`src/hdl/du64_pkg.sv`:
```
package du64_pkg;

    localparam int DIVIDEND_W = 64;
    localparam int DIVISOR_W  = 32;
    localparam int STEP_CNT_W = $clog2(DIVIDEND_W);

    // Commands from the controller to the datapath
    typedef struct packed {
        logic load;   // capture a new item and clear the partial remainder
        logic step;   // produce one quotient bit
        logic xfer;   // move the finished result into the output register
    } du64_cmd_t;

endpackage

```
`src/hdl/du64_datapath.sv`:
```
module du64_datapath (
    input  logic                               aclk,
    input  du64_pkg::du64_cmd_t                cmd,
    input  logic [du64_pkg::DIVIDEND_W-1:0]    s_dividend,
    input  logic [du64_pkg::DIVISOR_W-1:0]     s_divisor,
    output logic [du64_pkg::DIVIDEND_W-1:0]    m_quotient,
    output logic [du64_pkg::DIVISOR_W-1:0]     m_leftover,
    output logic                               m_divide_error
);

    // Working registers: quo_reg starts as the dividend and fills with quotient bits
    logic [du64_pkg::DIVIDEND_W-1:0] quo_reg, quo_next;
    logic [du64_pkg::DIVISOR_W-1:0]  rem_reg, rem_next;
    logic [du64_pkg::DIVISOR_W-1:0]  den_reg;
    logic                            err_reg;

    // Output registers
    logic [du64_pkg::DIVIDEND_W-1:0] out_quo_reg;
    logic [du64_pkg::DIVISOR_W-1:0]  out_rem_reg;
    logic                            out_err_reg;

    logic [du64_pkg::DIVISOR_W:0]    rem_ext;
    logic [du64_pkg::DIVISOR_W+1:0]  diff;
    logic                            fits;

    always_comb begin
        rem_ext  = {rem_reg, quo_reg[du64_pkg::DIVIDEND_W-1]};
        diff     = {1'b0, rem_ext} - {2'b00, den_reg};
        fits     = ~diff[du64_pkg::DIVISOR_W+1];
        rem_next = fits ? diff[du64_pkg::DIVISOR_W-1:0] : rem_ext[du64_pkg::DIVISOR_W-1:0];
        quo_next = {quo_reg[du64_pkg::DIVIDEND_W-2:0], fits};
    end

    always_ff @(posedge aclk) begin
        if (cmd.load) begin
            quo_reg <= s_dividend;
            rem_reg <= '0;
            den_reg <= s_divisor;
            err_reg <= (s_divisor == '0);
        end else if (cmd.step) begin
            quo_reg <= quo_next;
            rem_reg <= rem_next;
        end
        if (cmd.xfer) begin
            out_quo_reg <= err_reg ? '1 : quo_reg;
            out_rem_reg <= err_reg ? '0 : rem_reg;
            out_err_reg <= err_reg;
        end
    end

    assign m_quotient     = out_quo_reg;
    assign m_leftover     = out_rem_reg;
    assign m_divide_error = out_err_reg;

endmodule

```
`src/hdl/du64_ctrl.sv`:
```
module du64_ctrl (
    input  logic                aclk,
    input  logic                aresetn,
    input  logic                s_valid,
    output logic                s_ready,
    output logic                m_valid,
    input  logic                m_ready,
    output du64_pkg::du64_cmd_t cmd
);

    localparam logic [1:0] ST_IDLE = 2'd0;
    localparam logic [1:0] ST_RUN  = 2'd1;
    localparam logic [1:0] ST_XFER = 2'd2;

    localparam logic [du64_pkg::STEP_CNT_W-1:0] LAST_STEP =
        du64_pkg::STEP_CNT_W'(du64_pkg::DIVIDEND_W - 1);

    logic [1:0]                      state_reg, state_next;
    logic [du64_pkg::STEP_CNT_W-1:0] cnt_reg, cnt_next;
    logic                            m_valid_reg, m_valid_next;

    always_comb begin
        state_next   = state_reg;
        cnt_next     = cnt_reg;
        m_valid_next = m_valid_reg;
        cmd          = '0;
        if (m_valid_reg && m_ready) begin
            m_valid_next = 1'b0;
        end
        case (state_reg)
            ST_IDLE: begin
                if (s_valid) begin
                    cmd.load   = 1'b1;
                    cnt_next   = '0;
                    state_next = ST_RUN;
                end
            end
            ST_RUN: begin
                cmd.step = 1'b1;
                cnt_next = cnt_reg + 1'b1;
                if (cnt_reg == LAST_STEP) begin
                    state_next = ST_XFER;
                end
            end
            ST_XFER: begin
                // hold until the output register is free or being drained
                if (!m_valid_reg || m_ready) begin
                    cmd.xfer     = 1'b1;
                    m_valid_next = 1'b1;
                    state_next   = ST_IDLE;
                end
            end
            default: begin
                state_next = ST_IDLE;
            end
        endcase
    end

    always_ff @(posedge aclk) begin
        if (!aresetn) begin
            state_reg   <= ST_IDLE;
            cnt_reg     <= '0;
            m_valid_reg <= 1'b0;
        end else begin
            state_reg   <= state_next;
            cnt_reg     <= cnt_next;
            m_valid_reg <= m_valid_next;
        end
    end

    assign s_ready = (state_reg == ST_IDLE);
    assign m_valid = m_valid_reg;

`ifndef NO_ASSERTIONS
    a_load_starts_run: assert property (@(posedge aclk) disable iff (!aresetn)
        (s_valid && s_ready) |=> (state_reg == ST_RUN && cnt_reg == '0))
        else $error("accepted item did not start the step sequence");

    a_last_step_xfer: assert property (@(posedge aclk) disable iff (!aresetn)
        (state_reg == ST_RUN && cnt_reg == LAST_STEP) |=> (state_reg == ST_XFER))
        else $error("step sequence did not end after the last quotient bit");

    a_xfer_sets_valid: assert property (@(posedge aclk) disable iff (!aresetn)
        cmd.xfer |=> m_valid)
        else $error("result transfer did not raise m_valid");

    a_cmd_exclusive: assert property (@(posedge aclk) disable iff (!aresetn)
        $onehot0({cmd.load, cmd.step, cmd.xfer}))
        else $error("more than one datapath command at once");

    a_no_overwrite: assert property (@(posedge aclk) disable iff (!aresetn)
        (cmd.xfer && m_valid) |-> m_ready)
        else $error("output register overwritten before it was taken");
`endif

endmodule

```
`src/hdl/divide_u64_by_u32.sv`:
```
// Unsigned 64-by-32 divider: takes a 64-bit dividend and a 32-bit divisor and
// returns the 64-bit quotient and the 32-bit remainder (leftover). A zero
// divisor raises divide_error with an all-ones quotient and zero remainder.
// The core is a restoring shift-subtract loop that produces one quotient bit
// per clock. Accepting an item loads the operands, the steps then produce the
// quotient bits one by one, and the finished result is moved into the output
// register. s_ready rises again right after that transfer, so a new item is
// not accepted before the previous one has reached the output register. The
// next item can start while the previous result still waits on m_ready; if
// that result is still waiting when the next one finishes, the transfer holds
// until it is taken and the input stays closed meanwhile.
module divide_u64_by_u32 (
    input  logic                            aclk,
    input  logic                            aresetn,
    // input item channel
    input  logic                            s_valid,
    output logic                            s_ready,
    input  logic [du64_pkg::DIVIDEND_W-1:0] s_dividend,
    input  logic [du64_pkg::DIVISOR_W-1:0]  s_divisor,
    // result item channel
    output logic                            m_valid,
    input  logic                            m_ready,
    output logic [du64_pkg::DIVIDEND_W-1:0] m_quotient,
    output logic [du64_pkg::DIVISOR_W-1:0]  m_leftover,
    output logic                            m_divide_error
);

    // load / step / transfer commands from the sequencer
    du64_pkg::du64_cmd_t cmd;

    // Sequencer: accept an item, count the 64 steps, hand off the result
    du64_ctrl u_ctrl (
        .aclk    (aclk),
        .aresetn (aresetn),
        .s_valid (s_valid),
        .s_ready (s_ready),
        .m_valid (m_valid),
        .m_ready (m_ready),
        .cmd     (cmd)
    );

    // Datapath: shared subtractor, working registers and output register
    du64_datapath u_datapath (
        .aclk           (aclk),
        .cmd            (cmd),
        .s_dividend     (s_dividend),
        .s_divisor      (s_divisor),
        .m_quotient     (m_quotient),
        .m_leftover     (m_leftover),
        .m_divide_error (m_divide_error)
    );

endmodule
```
`config.mk`:
```
export PLATFORM = sky130hd
export DESIGN_NAME = divide_u64_by_u32
export DESIGN_NICKNAME = d
export VERILOG_FILES = /design/src/hdl/du64_pkg.sv /design/src/hdl/du64_datapath.sv /design/src/hdl/du64_ctrl.sv /design/src/hdl/divide_u64_by_u32.sv
export SDC_FILE = /design/constraint.sdc
export NUM_CORES = 1
export LEC_CHECK = 0
export BUFFER_PORTS_ARGS = -buffer_cell sky130_fd_sc_hd__buf_2
export CAP_MARGIN = 20
export CORE_MARGIN = 4
export CORE_UTILIZATION = 56
export CTS_CLUSTER_DIAMETER = 80
export CTS_CLUSTER_SIZE = 12
export DETAILED_ROUTE_END_ITERATION = 12
export GPL_ROUTABILITY_DRIVEN = 1
export GPL_TIMING_DRIVEN = 0
export PLACE_DENSITY_LB_ADDON = 0.3
export SKIP_LAST_GASP = 1
export SYNTH_ARGS = -nofsm -noshare
export SYNTH_HDL_FRONTEND = slang
export SYNTH_SLANG_ARGS = --single-unit
```
`constraint.sdc`:
```
create_clock -name aclk -period 7.31 [get_ports aclk]
set_input_delay 0.731 -clock aclk [delete_from_list [all_inputs] [get_ports aclk]]
set_output_delay 0.731 -clock aclk [all_outputs]
set_load 0.1 [all_outputs]
```
==> metrics.log, run 1 <==
[metrics] maximum fanout encountered on the critical timing path: 3
[metrics] Crit Path Class: reg -> reg
[metrics] setup slack, reg-to-reg: 4.05 ns
[metrics] unique cell type count in the Yosys netlist: 61
[metrics] count of unresolved DRC violations after routing: 0
[metrics] share of cells above drive strength 1: between 20% and 30%
[metrics] CTS tree: done
[metrics] Row Count: 50
[metrics] gate count of the mapped netlist: ~1000
[metrics] Pre-antenna DRT Iters: 6
[metrics] Mapped Nets: 1137
[metrics] total congestion overflow after global routing: 0
[metrics] Avg Vias per Cell: 5.47
[metrics] warnings from Yosys: 0
[metrics] number of buffers inserted for hold repair after clock tree synthesis: 0
[metrics] highest achievable clock rate: 0.307 GHz
[metrics] setup skew after layout: 0.0222 ns
[metrics] area enclosed by the die boundary: between 20000 and 25000 um^2
[metrics] path type of the worst min-delay path: in -> reg
[metrics] CTS sink count: roughly 240
[metrics] most frequent cell after synthesis: sky130_fd_sc_hd__nand2_1
[metrics] min cycle time layout: 3.26 ns
[metrics] CTS Root Buffer Type: sky130_fd_sc_hd__clkbuf_16
[metrics] top cell type by total area after synthesis: sky130_fd_sc_hd__edfxtp_1
[metrics] Final Cycle Share: 44.6%
[metrics] chain of cells forming the critical path: inv_1 > ha_1 > fa_1 > nand2b_1 > a2111oi_1 > o21ai_0 > a2111oi_0 > or3_1 > a21oi_1 > xor2_1 > o21ai_1
[metrics] delay-heaviest family, CP: compound AO/OA/AOI/OAI gates
[metrics] layout filler cell count: roughly 1500
[metrics] combined flip-flop and latch cell area: 6650 um^2
[metrics] share of synthesized flip-flops with an asynchronous set or reset: 0%
[metrics] arrival time of data at the critical path endpoint: 3.69 ns
[metrics] routed wirelength normalized by instance count: 17.2 um
[metrics] Final Net Count: 1364
[metrics] leading post-synthesis cells by cell area: sky130_fd_sc_hd__edfxtp_1 53%, sky130_fd_sc_hd__nand2_1 8.3%, sky130_fd_sc_hd__dfxtp_1 7.5%, sky130_fd_sc_hd__ha_1 3.8%, sky130_fd_sc_hd__or2_2 3.6%
[metrics] count of boundary I/O pins: 199
[metrics] antenna violations before repair: 2
[metrics] category of the worst setup path launch point: flop
[metrics] insertion delay of the later-clocked pin in the worst-skew pair: 0.51 ns
[metrics] Longest Clk Path Bufs: 3
[metrics] Num CTS Buffers: 23
[metrics] final number of setup-violating endpoints: 0
[metrics] number of enable flip-flop cells after synthesis: between 150 and 200
[metrics] status: complete, no violations
[metrics] Max-cap violations: 0
[metrics] die boundary height: approximately 150 um
[metrics] via count of the first global-routing pass: 7895
[metrics] endpoint class of the critical path: flop
[metrics] Floorplan Core Area: 19000 um^2
[metrics] peak per-stage delay on the critical path: 0.64 ns
[metrics] Clock transition at path regs: 0.06 ns
[metrics] Post-Layout Cell Count: 1506
[metrics] Worst Hold Slack: 0.419 ns
[metrics] Cell Area, Synth: around 11000 um^2
[metrics] core utilization of the finished layout: 68.6%
[metrics] CP Data Required Time: 7.74 ns
[metrics] Placed Instances: 1465
[metrics] largest net degree at the start of global routing: 43
[metrics] combined buffer and inverter count along the critical path: 1
[metrics] peak supply drop: 0.000219 V
[metrics] footprint of the multi-input gates: 3980 um^2
[metrics] Static Leakage: 5.65 nW
[metrics] area delta synth->final: 18.7%
[metrics] depth of the CTS H-tree: 1
[metrics] syn_area_per_cell: roughly 11 um^2
[metrics] number of max-slew violations in the final report: 0
[metrics] Starting Density: 57.8%
[metrics] DR vias: 8240
[metrics] iteration-0 DRC count of the detailed router: 672
[metrics] setup tns final: 0 ns
[metrics] most numerous cell types in the synthesized netlist: 244 x sky130_fd_sc_hd__nand2_1, 194 x sky130_fd_sc_hd__edfxtp_1, 64 x sky130_fd_sc_hd__or2_2
[metrics] post-detailed-routing wire length: 25.9 mm
[metrics] RSZ-0062 raised after global routing: no
[metrics] number of hold violations in the final report: 0
[metrics] Slowest cell on crit path: sky130_fd_sc_hd__a2111oi_0
[metrics] most used flip-flop cell after synthesis: sky130_fd_sc_hd__edfxtp_1
[metrics] gr usage total: between 20% and 30%
[metrics] sequential area share after synthesis: 60.4%
[metrics] area share of the largest cell type after synthesis: 53.0%
[metrics] die width: 148 um
[metrics] I/O Buffers: 198
[metrics] remaining antenna violation count after routing: 0
[metrics] slew at the pin closest to its max-slew limit: 0.954 ns
[metrics] first-pass GRT wire length: 40.3 mm
[metrics] Max-Slew Margin vs Limit: 36.4%
[metrics] Placer Congestion: ~0.89
[metrics] buffer count from post-CTS setup fixing: 0
[metrics] Final HPWL DP: 18.8 mm
[metrics] Pwr Density: 305 nW/um^2
[metrics] register bit total from synthesis: 235
[metrics] CTS resizes: 0
-- cell families (layout without fill, tap and decap cells) --
family | after synthesis | after routing | share of synthesized area [%]
other cells | 0 | 1 | 0
fa+ha+maj | 34 | 34 | 3.94
flops | 235 | 235 | 60.4
mux | 15 | 15 | 1.37
xor+xnor | 26 | 26 | 2.07
simple gates | 442 | 442 | 18.7
compound gates | 160 | 160 | 10.0
buf+inv | 91 | 333 | 3.44
-- where the power goes --
part	internal, W	leakage (nW)	switching [W]
Sequential	0.00162	2.17	0.000115
Combinational	0.000494	3.18	0.000699
Clock	0.000588	0.307	0.000468
Total	0.00270	5.65	0.00128
-- layout make-up --
type	instances	area share, %
clock inverter	1	0.0479
buffer	50	1.73
sequential	235	50.9
timing repair buffer	202	8.26
clock buffer	39	4.87
multi-input combinational	677	30.5
tap	260	2.49
antenna	1	0.0192
inverter	41	1.18
-- worst register-to-register path: cells and delay by family, from the launching register on --
family | cells | cell delay, ns
DFF | 1 | 0.37
xor gates and xnor gates | 1 | 0.16
adders and majority gates | 2 | 0.63
AOI/OAI and AO/OA | 5 | 1.55
and+or+nand+nor | 2 | 0.43
buffers and inverters | 1 | 0.05
-- worst paths after layout --
check / end / cells past startpoint / start
worst max-delay path: u_datapath.rem_reg[30] / 11 / u_datapath.quo_reg[63]
worst min-delay path: u_datapath.den_reg[31] / 1 / s_divisor[31]
worst max register to register: u_datapath.rem_reg[30] / 11 / u_datapath.quo_reg[63]
worst min register to register: u_datapath.rem_reg[2] / 2 / u_datapath.rem_reg[2]
-- placed cells by master, fill, tap and decap left out, types with 27 or more instances in the layout --
master                     count
sky130_fd_sc_hd__nor2_1       27
sky130_fd_sc_hd__inv_1        40
sky130_fd_sc_hd__nand2_1     244
sky130_fd_sc_hd__dfxtp_1      41
sky130_fd_sc_hd__clkbuf_1     51
sky130_fd_sc_hd__or2_2        64
sky130_fd_sc_hd__ha_1         33
sky130_fd_sc_hd__buf_2       204
sky130_fd_sc_hd__a21oi_1      37
sky130_fd_sc_hd__edfxtp_1    194
sky130_fd_sc_hd__nor2b_1      35
-- routing by layer --
| layer | routed length, um | global-route usage (%) |
|---|---|---|
| met5 | 13 | 0 |
| met1 | 10700 | 30.8 |
| met4 | 977 | 8.22 |
| met3 | 1990 | 4.33 |
| met2 | 12200 | 37.7 |
-- through the flow --
| step | power, W | cell area, um^2 | setup WS, ns |
|---|---|---|---|
| after CTS | 0.00398 | 13100 | 4.18 |
| after detailed placement | 0.00293 | 12400 | 4.21 |
| after floorplan | 0.00263 | 11000 | 1.57 |
| after global routing | 0.00421 | 13100 | 3.79 |
| final | 0.00398 | 13100 | 4.05 |
| after global placement | 0.00289 | 12300 | -0.515 |
Note: power is estimated with default switching activity, not from simulation.
==> run 2: changes to the inputs <==
- clock period: 7.31 -> 3 ns (I/O delays scaled with it)
==> run 2 against run 1 <==
Critical path depth is 1 higher. Utilization is 1.9 points higher. Setup slack worse by 3.9 ns. Register-to-register slack worse by 3.9 ns. Count of clock-buffer cells in the layout is 1 higher. Cell area is 2.8% higher. Clock skew is 0.0082 ns lower. Critical path type unchanged. Cell count is 2.2% higher. Flip-flop and latch count stayed put. Largest power group unchanged. Via count is 1.2% higher. Total power is 150% higher. Sequential power is 140% higher.
==> metrics.log, run 2 (synthesis gave the netlist of run 1 again) <==
[metrics] depth of the CTS H-tree: 1 (unchanged)
[metrics] Floorplan Core Area: 19000 um^2 (unchanged)
[metrics] Worst Hold Slack: 0.0202 ns (was 0.419 ns)
[metrics] Clock transition at path regs: 0.06 ns (about the same)
[metrics] Final HPWL DP: 18.6 mm (was 18.8 mm)
[metrics] start of the worst register-to-register path: u_datapath.den_reg[18] (was u_datapath.quo_reg[63])
[metrics] total power: 0.00979 W (was 0.00398 W)
[metrics] die width: 148 um (unchanged)
[metrics] highest achievable clock rate: 0.355 GHz (was 0.307 GHz)
[metrics] most frequent standard cell in the layout excluding fill and tap cells: sky130_fd_sc_hd__nand2_1 (unchanged)
[metrics] source of the critical timing path: u_datapath.den_reg[18] (was u_datapath.quo_reg[63])
[metrics] RSZ-0062 raised after global routing: no (unchanged)
[metrics] category of the worst setup path launch point: flop (unchanged)
[metrics] CTS Root Buffer Type: sky130_fd_sc_hd__clkbuf_16 (unchanged)
[metrics] total congestion overflow after global routing: 0 (unchanged)
[metrics] Pre-antenna DRT Iters: 6 (unchanged)
[metrics] setup tns final: 0 ns (unchanged)
[metrics] slew at the pin closest to its max-slew limit: 1.09 ns (was 0.954 ns)
[metrics] status: complete, no violations (unchanged)
[metrics] layout filler cell count: 1414 (was 1507)
[metrics] remaining antenna violation count after routing: 0 (unchanged)
[metrics] setup skew after layout: 0.0140 ns (was 0.0222 ns)
[metrics] path type of the worst min-delay path: in -> reg (unchanged)
[metrics] Pwr Density: 730 nW/um^2 (was 305 nW/um^2)
[metrics] number of max-slew violations in the final report: 0 (unchanged)
[metrics] fraction of power consumed by the clock network: 26.4% (was 26.5%)
[metrics] Non-Filler Cell Area, Final: 13400 um^2 (was 13100 um^2)
[metrics] sequential share of power: 43.1% (was 43.5%)
[metrics] Placer Congestion: 0.903 (was 0.891)
[metrics] arrival time of data at the critical path endpoint: 3.18 ns (was 3.69 ns)
[metrics] Avg Vias per Cell: 5.42 (was 5.47)
[metrics] maximum fanout encountered on the critical timing path: 10 (was 3)
[metrics] area enclosed by the die boundary: 21900 um^2 (unchanged)
[metrics] Final Net Count: 1396 (was 1364)
[metrics] Starting Density: 57.8% (unchanged)
[metrics] insertion delay of the later-clocked pin in the worst-skew pair: 0.51 ns (about the same)
[metrics] switching power of the nets: 0.00315 W (was 0.00128 W)
[metrics] endpoint class of the critical path: flop (unchanged)
[metrics] CP Data Required Time: 3.36 ns (was 7.74 ns)
[metrics] Max-Slew Margin vs Limit: 27.5% (was 36.4%)
[metrics] number of hold violations in the final report: 0 (unchanged)
[metrics] peak supply drop: 0.000501 V (was 0.000219 V)
[metrics] final number of setup-violating endpoints: 0 (unchanged)
[metrics] routed wirelength normalized by instance count: 17.0 um (was 17.2 um)
[metrics] Longest Clk Path Bufs: 3 (unchanged)
[metrics] internal power contribution: 0.00664 W (was 0.00270 W)
[metrics] area delta synth->final: 22.1% (was 18.7%)
[metrics] CTS sink count: 235 (unchanged)
[metrics] Final Cycle Share: 94.0% (was 44.6%)
[metrics] iteration-0 DRC count of the detailed router: 620 (was 672)
[metrics] antenna violations before repair: 1 (was 2)
[metrics] Max-cap violations: 0 (unchanged)
[metrics] CTS tree: done (unchanged)
[metrics] commonest cells after routing, fill and taps aside: 244 x sky130_fd_sc_hd__nand2_1, 201 x sky130_fd_sc_hd__buf_2, 194 x sky130_fd_sc_hd__edfxtp_1 (was 244 x sky130_fd_sc_hd__nand2_1, 204 x sky130_fd_sc_hd__buf_2, 194 x sky130_fd_sc_hd__edfxtp_1)
[metrics] share of cells above drive strength 1: 24.9% (was 25.0%)
[metrics] Num CTS Buffers: 23 (unchanged)
[metrics] combinational share of power: 30.5% (was 30.0%)
[metrics] DR vias: 8340 (was 8240)
[metrics] switching part of the total power: 32.2% (about the same)
[metrics] gr usage total: 23.5% (was 22.9%)
[metrics] Crit Path Class: reg -> reg (unchanged)
[metrics] I/O Buffers: 198 (unchanged)
[metrics] min cycle time layout: 2.82 ns (was 3.26 ns)
[metrics] Static Leakage: 5.79 nW (was 5.65 nW)
[metrics] via count of the first global-routing pass: 8156 (was 7895)
[metrics] count of boundary I/O pins: 199 (unchanged)
[metrics] largest net degree at the start of global routing: 43 (unchanged)
[metrics] first-pass GRT wire length: 41.7 mm (was 40.3 mm)
[metrics] Row Count: 50 (unchanged)
[metrics] post-detailed-routing wire length: 26.2 mm (was 25.9 mm)
[metrics] worst hold path startpoint: s_divisor[2] (was s_divisor[31])
[metrics] placed instance area: 12400 um^2 (about the same)
[metrics] count of unresolved DRC violations after routing: 0 (unchanged)
[metrics] die boundary height: 148 um (unchanged)
-- run 2: critical path, cell delays in order (launching register included) --
cell and delay, ns:
sky130_fd_sc_hd__edfxtp_1 0.36, sky130_fd_sc_hd__inv_1 0.09, sky130_fd_sc_hd__ha_1 0.22, sky130_fd_sc_hd__buf_2 0.16, sky130_fd_sc_hd__a21o_1 0.23, sky130_fd_sc_hd__a311oi_1 0.31, sky130_fd_sc_hd__o31ai_1 0.13, sky130_fd_sc_hd__a31oi_1 0.20
sky130_fd_sc_hd__o21ai_2 0.14, sky130_fd_sc_hd__a41oi_4 0.29, sky130_fd_sc_hd__buf_6 0.23, sky130_fd_sc_hd__mux2i_1 0.23, sky130_fd_sc_hd__o21ai_1 0.08
-- run 2: worst paths after layout --
path / slack [ns] / end / depth (start not counted)
worst max-delay path: 0.18 / u_datapath.rem_reg[22] / 12
worst min-delay path: 0.02 / u_datapath.den_reg[2] / 1
worst max register to register: 0.18 / u_datapath.rem_reg[22] / 12
worst min register to register: 0.49 / u_datapath.rem_reg[4] / 2
-- run 2: through the flow --
stage / worst slack [ns] / cells / util (%)
finish: 0.179 / 1539 / 70.6
global route: 0.00843 / 1539 / 70.6
CTS: -0.00724 / 1537 / 70.4
detailed placement: -0.159 / 1465 / 65.3
global placement: -0.302 / 1461 / 64.8
floorplan: 0.0806 / 1003 / -
-- run 2: per-layer routing --
layer  global-route usage, %  vias to the layer above  share of wire [%]
met5                       0                        -                  0
met4                    8.55                        0                3.8
met1                    32.6                     3883                 43
li1                        -                     4066                  -
met3                    3.26                       65                6.5
met2                    38.2                      326                 47
-- run 2: repair_timing --
item	in CTS	in global routing
setup endpoints to repair	12	33
gates cloned	0	0
buffers inserted	1	1
pin swaps	1	1
endpoints found under the hold margin	30	0
hold buffers	30	0
resized for setup	2	8
-- run 2: power groups by stage --
| stage | Clock [W] | Combinational, W | Sequential (W) |
|---|---|---|---|
| after floorplan | 0 | 0.00223 | 0.00417 |
| after global placement | 0 | 0.00277 | 0.00427 |
| after detailed placement | 0 | 0.00285 | 0.00427 |
| after CTS | 0.00263 | 0.00291 | 0.00421 |
| after global routing | 0.00276 | 0.00334 | 0.00426 |
| final | 0.00258 | 0.00299 | 0.00422 |
-- run 2: layout make-up --
cell class | instances | area (um^2) | area share (%)
diodes | 1 | 2.50 | 0.0186
plain buffers | 50 | 236 | 1.76
clock buffers | 40 | 639 | 4.76
clock inverters | 1 | 6.26 | 0.0466
inverters | 41 | 158 | 1.17
multi-input cells | 677 | 4010 | 29.9
flip-flops and latches | 235 | 6650 | 49.5
well taps | 260 | 325 | 2.42
repair buffers | 234 | 1390 | 10.4
==> run 3: changes to the inputs <==
- CORE_UTILIZATION: 56 -> 51
- clock period: 3 -> 2.5 ns (I/O delays scaled with it)
==> run 3 against run 2 <==
The run now ends with setup timing left. Non-clock buffer count rose by 81. Register-to-register slack got worse by 0.37 ns. Clock power rose by 25%. Cell area rose by 10%. Wire length rose by 15%. Critical endpoint is now u_datapath.rem_reg[13]. Clock skew rose by 0.0078 ns.
==> metrics.log, run 3 (synthesis gave the netlist of run 1 again) <==
[metrics] slew at the pin closest to its max-slew limit: 0.779 ns (was 1.09 ns)
[metrics] peak supply drop: 0.000598 V (was 0.000501 V)
[metrics] worst hold path startpoint: s_dividend[4] (was s_divisor[2])
[metrics] Avg Vias per Cell: 5.47 (was 5.42)
[metrics] min cycle time layout: 2.69 ns (was 2.82 ns)
[metrics] chain of cells forming the critical path: inv_2 > ha_4 > o21a_1 > nor2_2 > o311ai_4 > nand2_2 > o21ai_4 > a41oi_4 > buf_12 > buf_6 > o31ai_1 (was inv_1 > ha_1 > buf_2 > a21o_1 > a311oi_1 > o31ai_1 > a31oi_1 > o21ai_2 > a41oi_4 > buf_6 > mux2i_1 > o21ai_1)
[metrics] CTS sink count: 235 (unchanged)
[metrics] hold worst-path end: u_datapath.quo_reg[4] (was u_datapath.den_reg[2])
[metrics] Num CTS Buffers: 23 (unchanged)
[metrics] antenna violations before repair: 1 (unchanged)
[metrics] I/O Buffers: 198 (unchanged)
[metrics] first-pass GRT wire length: 45.6 mm (was 41.7 mm)
[metrics] largest net degree at the start of global routing: 43 (unchanged)
[metrics] total congestion overflow after global routing: 0 (unchanged)
[metrics] Longest Clk Path Bufs: 3 (unchanged)
[metrics] r2r endpoint: u_datapath.rem_reg[13] (was u_datapath.rem_reg[22])
[metrics] CTS tree: done (unchanged)
[metrics] Final HPWL DP: 19.0 mm (was 18.6 mm)
[metrics] number of max-slew violations in the final report: 0 (unchanged)
[metrics] die width: 155 um (was 148 um)
[metrics] Starting Density: 52.1% (was 57.8%)
[metrics] die boundary height: 155 um (was 148 um)
[metrics] highest achievable clock rate: 0.371 GHz (was 0.355 GHz)
[metrics] hold depth: 3 (was 1)
[metrics] count of boundary I/O pins: 199 (unchanged)
[metrics] endpoint class of the critical path: flop (unchanged)
[metrics] status: finished with violations (was complete, no violations)
[metrics] depth of the CTS H-tree: 1 (unchanged)
[metrics] gr usage total: 23.7% (was 23.5%)
[metrics] path type of the worst min-delay path: in -> reg (unchanged)
[metrics] area enclosed by the die boundary: 24000 um^2 (was 21900 um^2)
[metrics] Pwr Density: 900 nW/um^2 (was 730 nW/um^2)
[metrics] Crit Path Class: reg -> reg (unchanged)
[metrics] Max-Slew Margin vs Limit: 48.1% (was 27.5%)
[metrics] DR vias: 8952 (was 8340)
[metrics] Static Leakage: 6.24 nW (was 5.79 nW)
[metrics] setup skew after layout: 0.0218 ns (was 0.0140 ns)
[metrics] Pre-antenna DRT Iters: 7 (was 6)
[metrics] Final Net Count: 1479 (was 1396)
[metrics] area delta synth->final: 34.4% (was 22.1%)
[metrics] routed length on met3: 2.31 mm (was 1.70 mm)
[metrics] count of unresolved DRC violations after routing: 0 (unchanged)
[metrics] Slowest cell on crit path: sky130_fd_sc_hd__o311ai_4 (was sky130_fd_sc_hd__edfxtp_1)
[metrics] Non-Filler Cell Area, Final: 14800 um^2 (was 13400 um^2)
[metrics] CTS Root Buffer Type: sky130_fd_sc_hd__clkbuf_16 (unchanged)
[metrics] Clock transition at path regs: 0.07 ns (was 0.06 ns)
[metrics] post-detailed-routing wire length: 30.0 mm (was 26.2 mm)
[metrics] iteration-0 DRC count of the detailed router: 815 (was 620)
[metrics] delay-heaviest family, CP: compound AO/OA/AOI/OAI gates (unchanged)
[metrics] routed wirelength normalized by instance count: 18.3 um (was 17.0 um)
[metrics] DP Worst Slack: -0.572 ns (was -0.159 ns)
[metrics] start of the worst register-to-register path: u_datapath.den_reg[12] (was u_datapath.den_reg[18])
[metrics] Final Cycle Share: 108% (was 94.0%)
[metrics] layout filler cell count: 1517 (was 1414)
[metrics] RSZ-0062 raised after global routing: yes (was no)
[metrics] violated checks: setup timing
[metrics] Max-cap violations: 0 (unchanged)
[metrics] Placer Congestion: 0.936 (was 0.903)
[metrics] Floorplan Core Area: 21100 um^2 (was 19000 um^2)
[metrics] arrival time of data at the critical path endpoint: 3.11 ns (was 3.18 ns)
[metrics] CP Data Required Time: 2.91 ns (was 3.36 ns)
[metrics] depth of the worst register-to-register path: 11 (was 12)
[metrics] combined buffer and inverter count along the critical path: 3 (unchanged)
[metrics] DRT met1 WL: 12.1 mm (was 11.2 mm)
[metrics] via count of the first global-routing pass: 8732 (was 8156)
[metrics] insertion delay of the later-clocked pin in the worst-skew pair: 0.54 ns (was 0.51 ns)
[metrics] source of the critical timing path: u_datapath.den_reg[12] (was u_datapath.den_reg[18])
[metrics] commonest cells after routing, fill and taps aside: 241 x sky130_fd_sc_hd__nand2_1, 198 x sky130_fd_sc_hd__buf_2, 194 x sky130_fd_sc_hd__edfxtp_1 (was 244 x sky130_fd_sc_hd__nand2_1, 201 x sky130_fd_sc_hd__buf_2, 194 x sky130_fd_sc_hd__edfxtp_1)
[metrics] final number of setup-violating endpoints: 32 (was 0)
[metrics] peak per-stage delay on the critical path: 0.41 ns (was 0.36 ns)
[metrics] number of hold violations in the final report: 0 (unchanged)
[metrics] met2 wire length: 14.3 mm (was 12.3 mm)
[metrics] setup slack, reg-to-reg: -0.19 ns (was 0.18 ns)
[metrics] category of the worst setup path launch point: flop (unchanged)
[metrics] remaining antenna violation count after routing: 0 (unchanged)
[metrics] uppermost layer routed: met4 (unchanged)
[metrics] most frequent standard cell in the layout excluding fill and tap cells: sky130_fd_sc_hd__nand2_1 (unchanged)
[metrics] share of cells above drive strength 1: 31.6% (was 24.9%)
[metrics] maximum fanout encountered on the critical timing path: 10 (unchanged)
[metrics] placed instance area: 12500 um^2 (was 12400 um^2)
[metrics] least setup slack across all paths after layout: -0.194 ns (was 0.179 ns)
[metrics] Row Count: 53 (was 50)
==> run 3: changes by cell type in the layout (fill, tap and decap cells not counted), sizes merged <==
cell and change:
dlygate4sd3 +50, buf +37, clkbuf -5, a41oi +1
clkdlybuf4s15 -1, clkinvlp +1, inv +1
==> run 3: layer usage <==
layer	vias to the layer above	global-route usage, %
met5	-	0
met4	0	10.3
met3	100	4.20
met2	408	38.6
met1	4213	31.4
li1	4231	-
==> run 3: timing repair <==
| action | 4_1_cts | 5_1_grt |
|---|---|---|
| pin swaps | 27 | 32 |
| endpoints found under the hold margin | 80 | 0 |
| hold buffers | 80 | 0 |
| resized for setup | 78 | 47 |
| setup endpoints to repair | 109 | 140 |
| setup buffers | 26 | 15 |
| cloned | 3 | 1 |
==> run 3: power breakdown <==
group / internal, W / total (W) / switching, W
registers: 0.00474 / 0.00512 / 0.000378
clock network: 0.00174 / 0.00322 / 0.00147
logic: 0.00234 / 0.00497 / 0.00263
==> run 3: stage by stage <==
| stage | total power, W | setup TNS [ns] | hold WS, ns | instances | util (%) |
|---|---|---|---|---|---|
| 2_1_floorplan | 0.00769 | 0 | 0.349 | 1003 | - |
| 3_3_place_gp | 0.00848 | -121.15 | 0.443 | 1476 | 58.7 |
| 3_5_place_dp | 0.00857 | -22.70 | 0.444 | 1480 | 59.1 |
| 4_1_cts | 0.0128 | -5.56 | 0.000197 | 1625 | 68.7 |
| 5_1_grt | 0.0139 | -6.14 | 0.00917 | 1638 | 70.1 |
| 6_report | 0.0133 | -3.17 | 0.0123 | 1638 | 70.1 |
==> run 3: final cells by class <==
type	count	area (um^2)	area share, %
flip-flops and latches	235	6660	45.0
multi-input cells	678	4490	30.4
repair buffers	324	2250	15.2
clock buffers	40	639	4.33
well taps	275	344	2.33
plain buffers	41	206	1.40
inverters	41	158	1.07
clock inverters	2	26.3	0.178
repair inverters	1	7.51	0.0508
diodes	1	2.50	0.0169
==> run 3: worst max path at each step <==
stage,to,cells past startpoint
finish,u_datapath.rem_reg[13],11
global route,u_datapath.rem_reg[3],13
CTS,u_datapath.quo_reg[33],5
detailed placement,u_datapath.rem_reg[17],11
global placement,u_datapath.m_leftover[10],2
floorplan,u_datapath.m_divide_error,2
==> run 3: tightest hold or removal path, stage by stage <==
cell and delay [ns]:
sky130_fd_sc_hd__buf_2 0.08, sky130_fd_sc_hd__nand2_1 0.04, sky130_fd_sc_hd__nand2_1 0.05
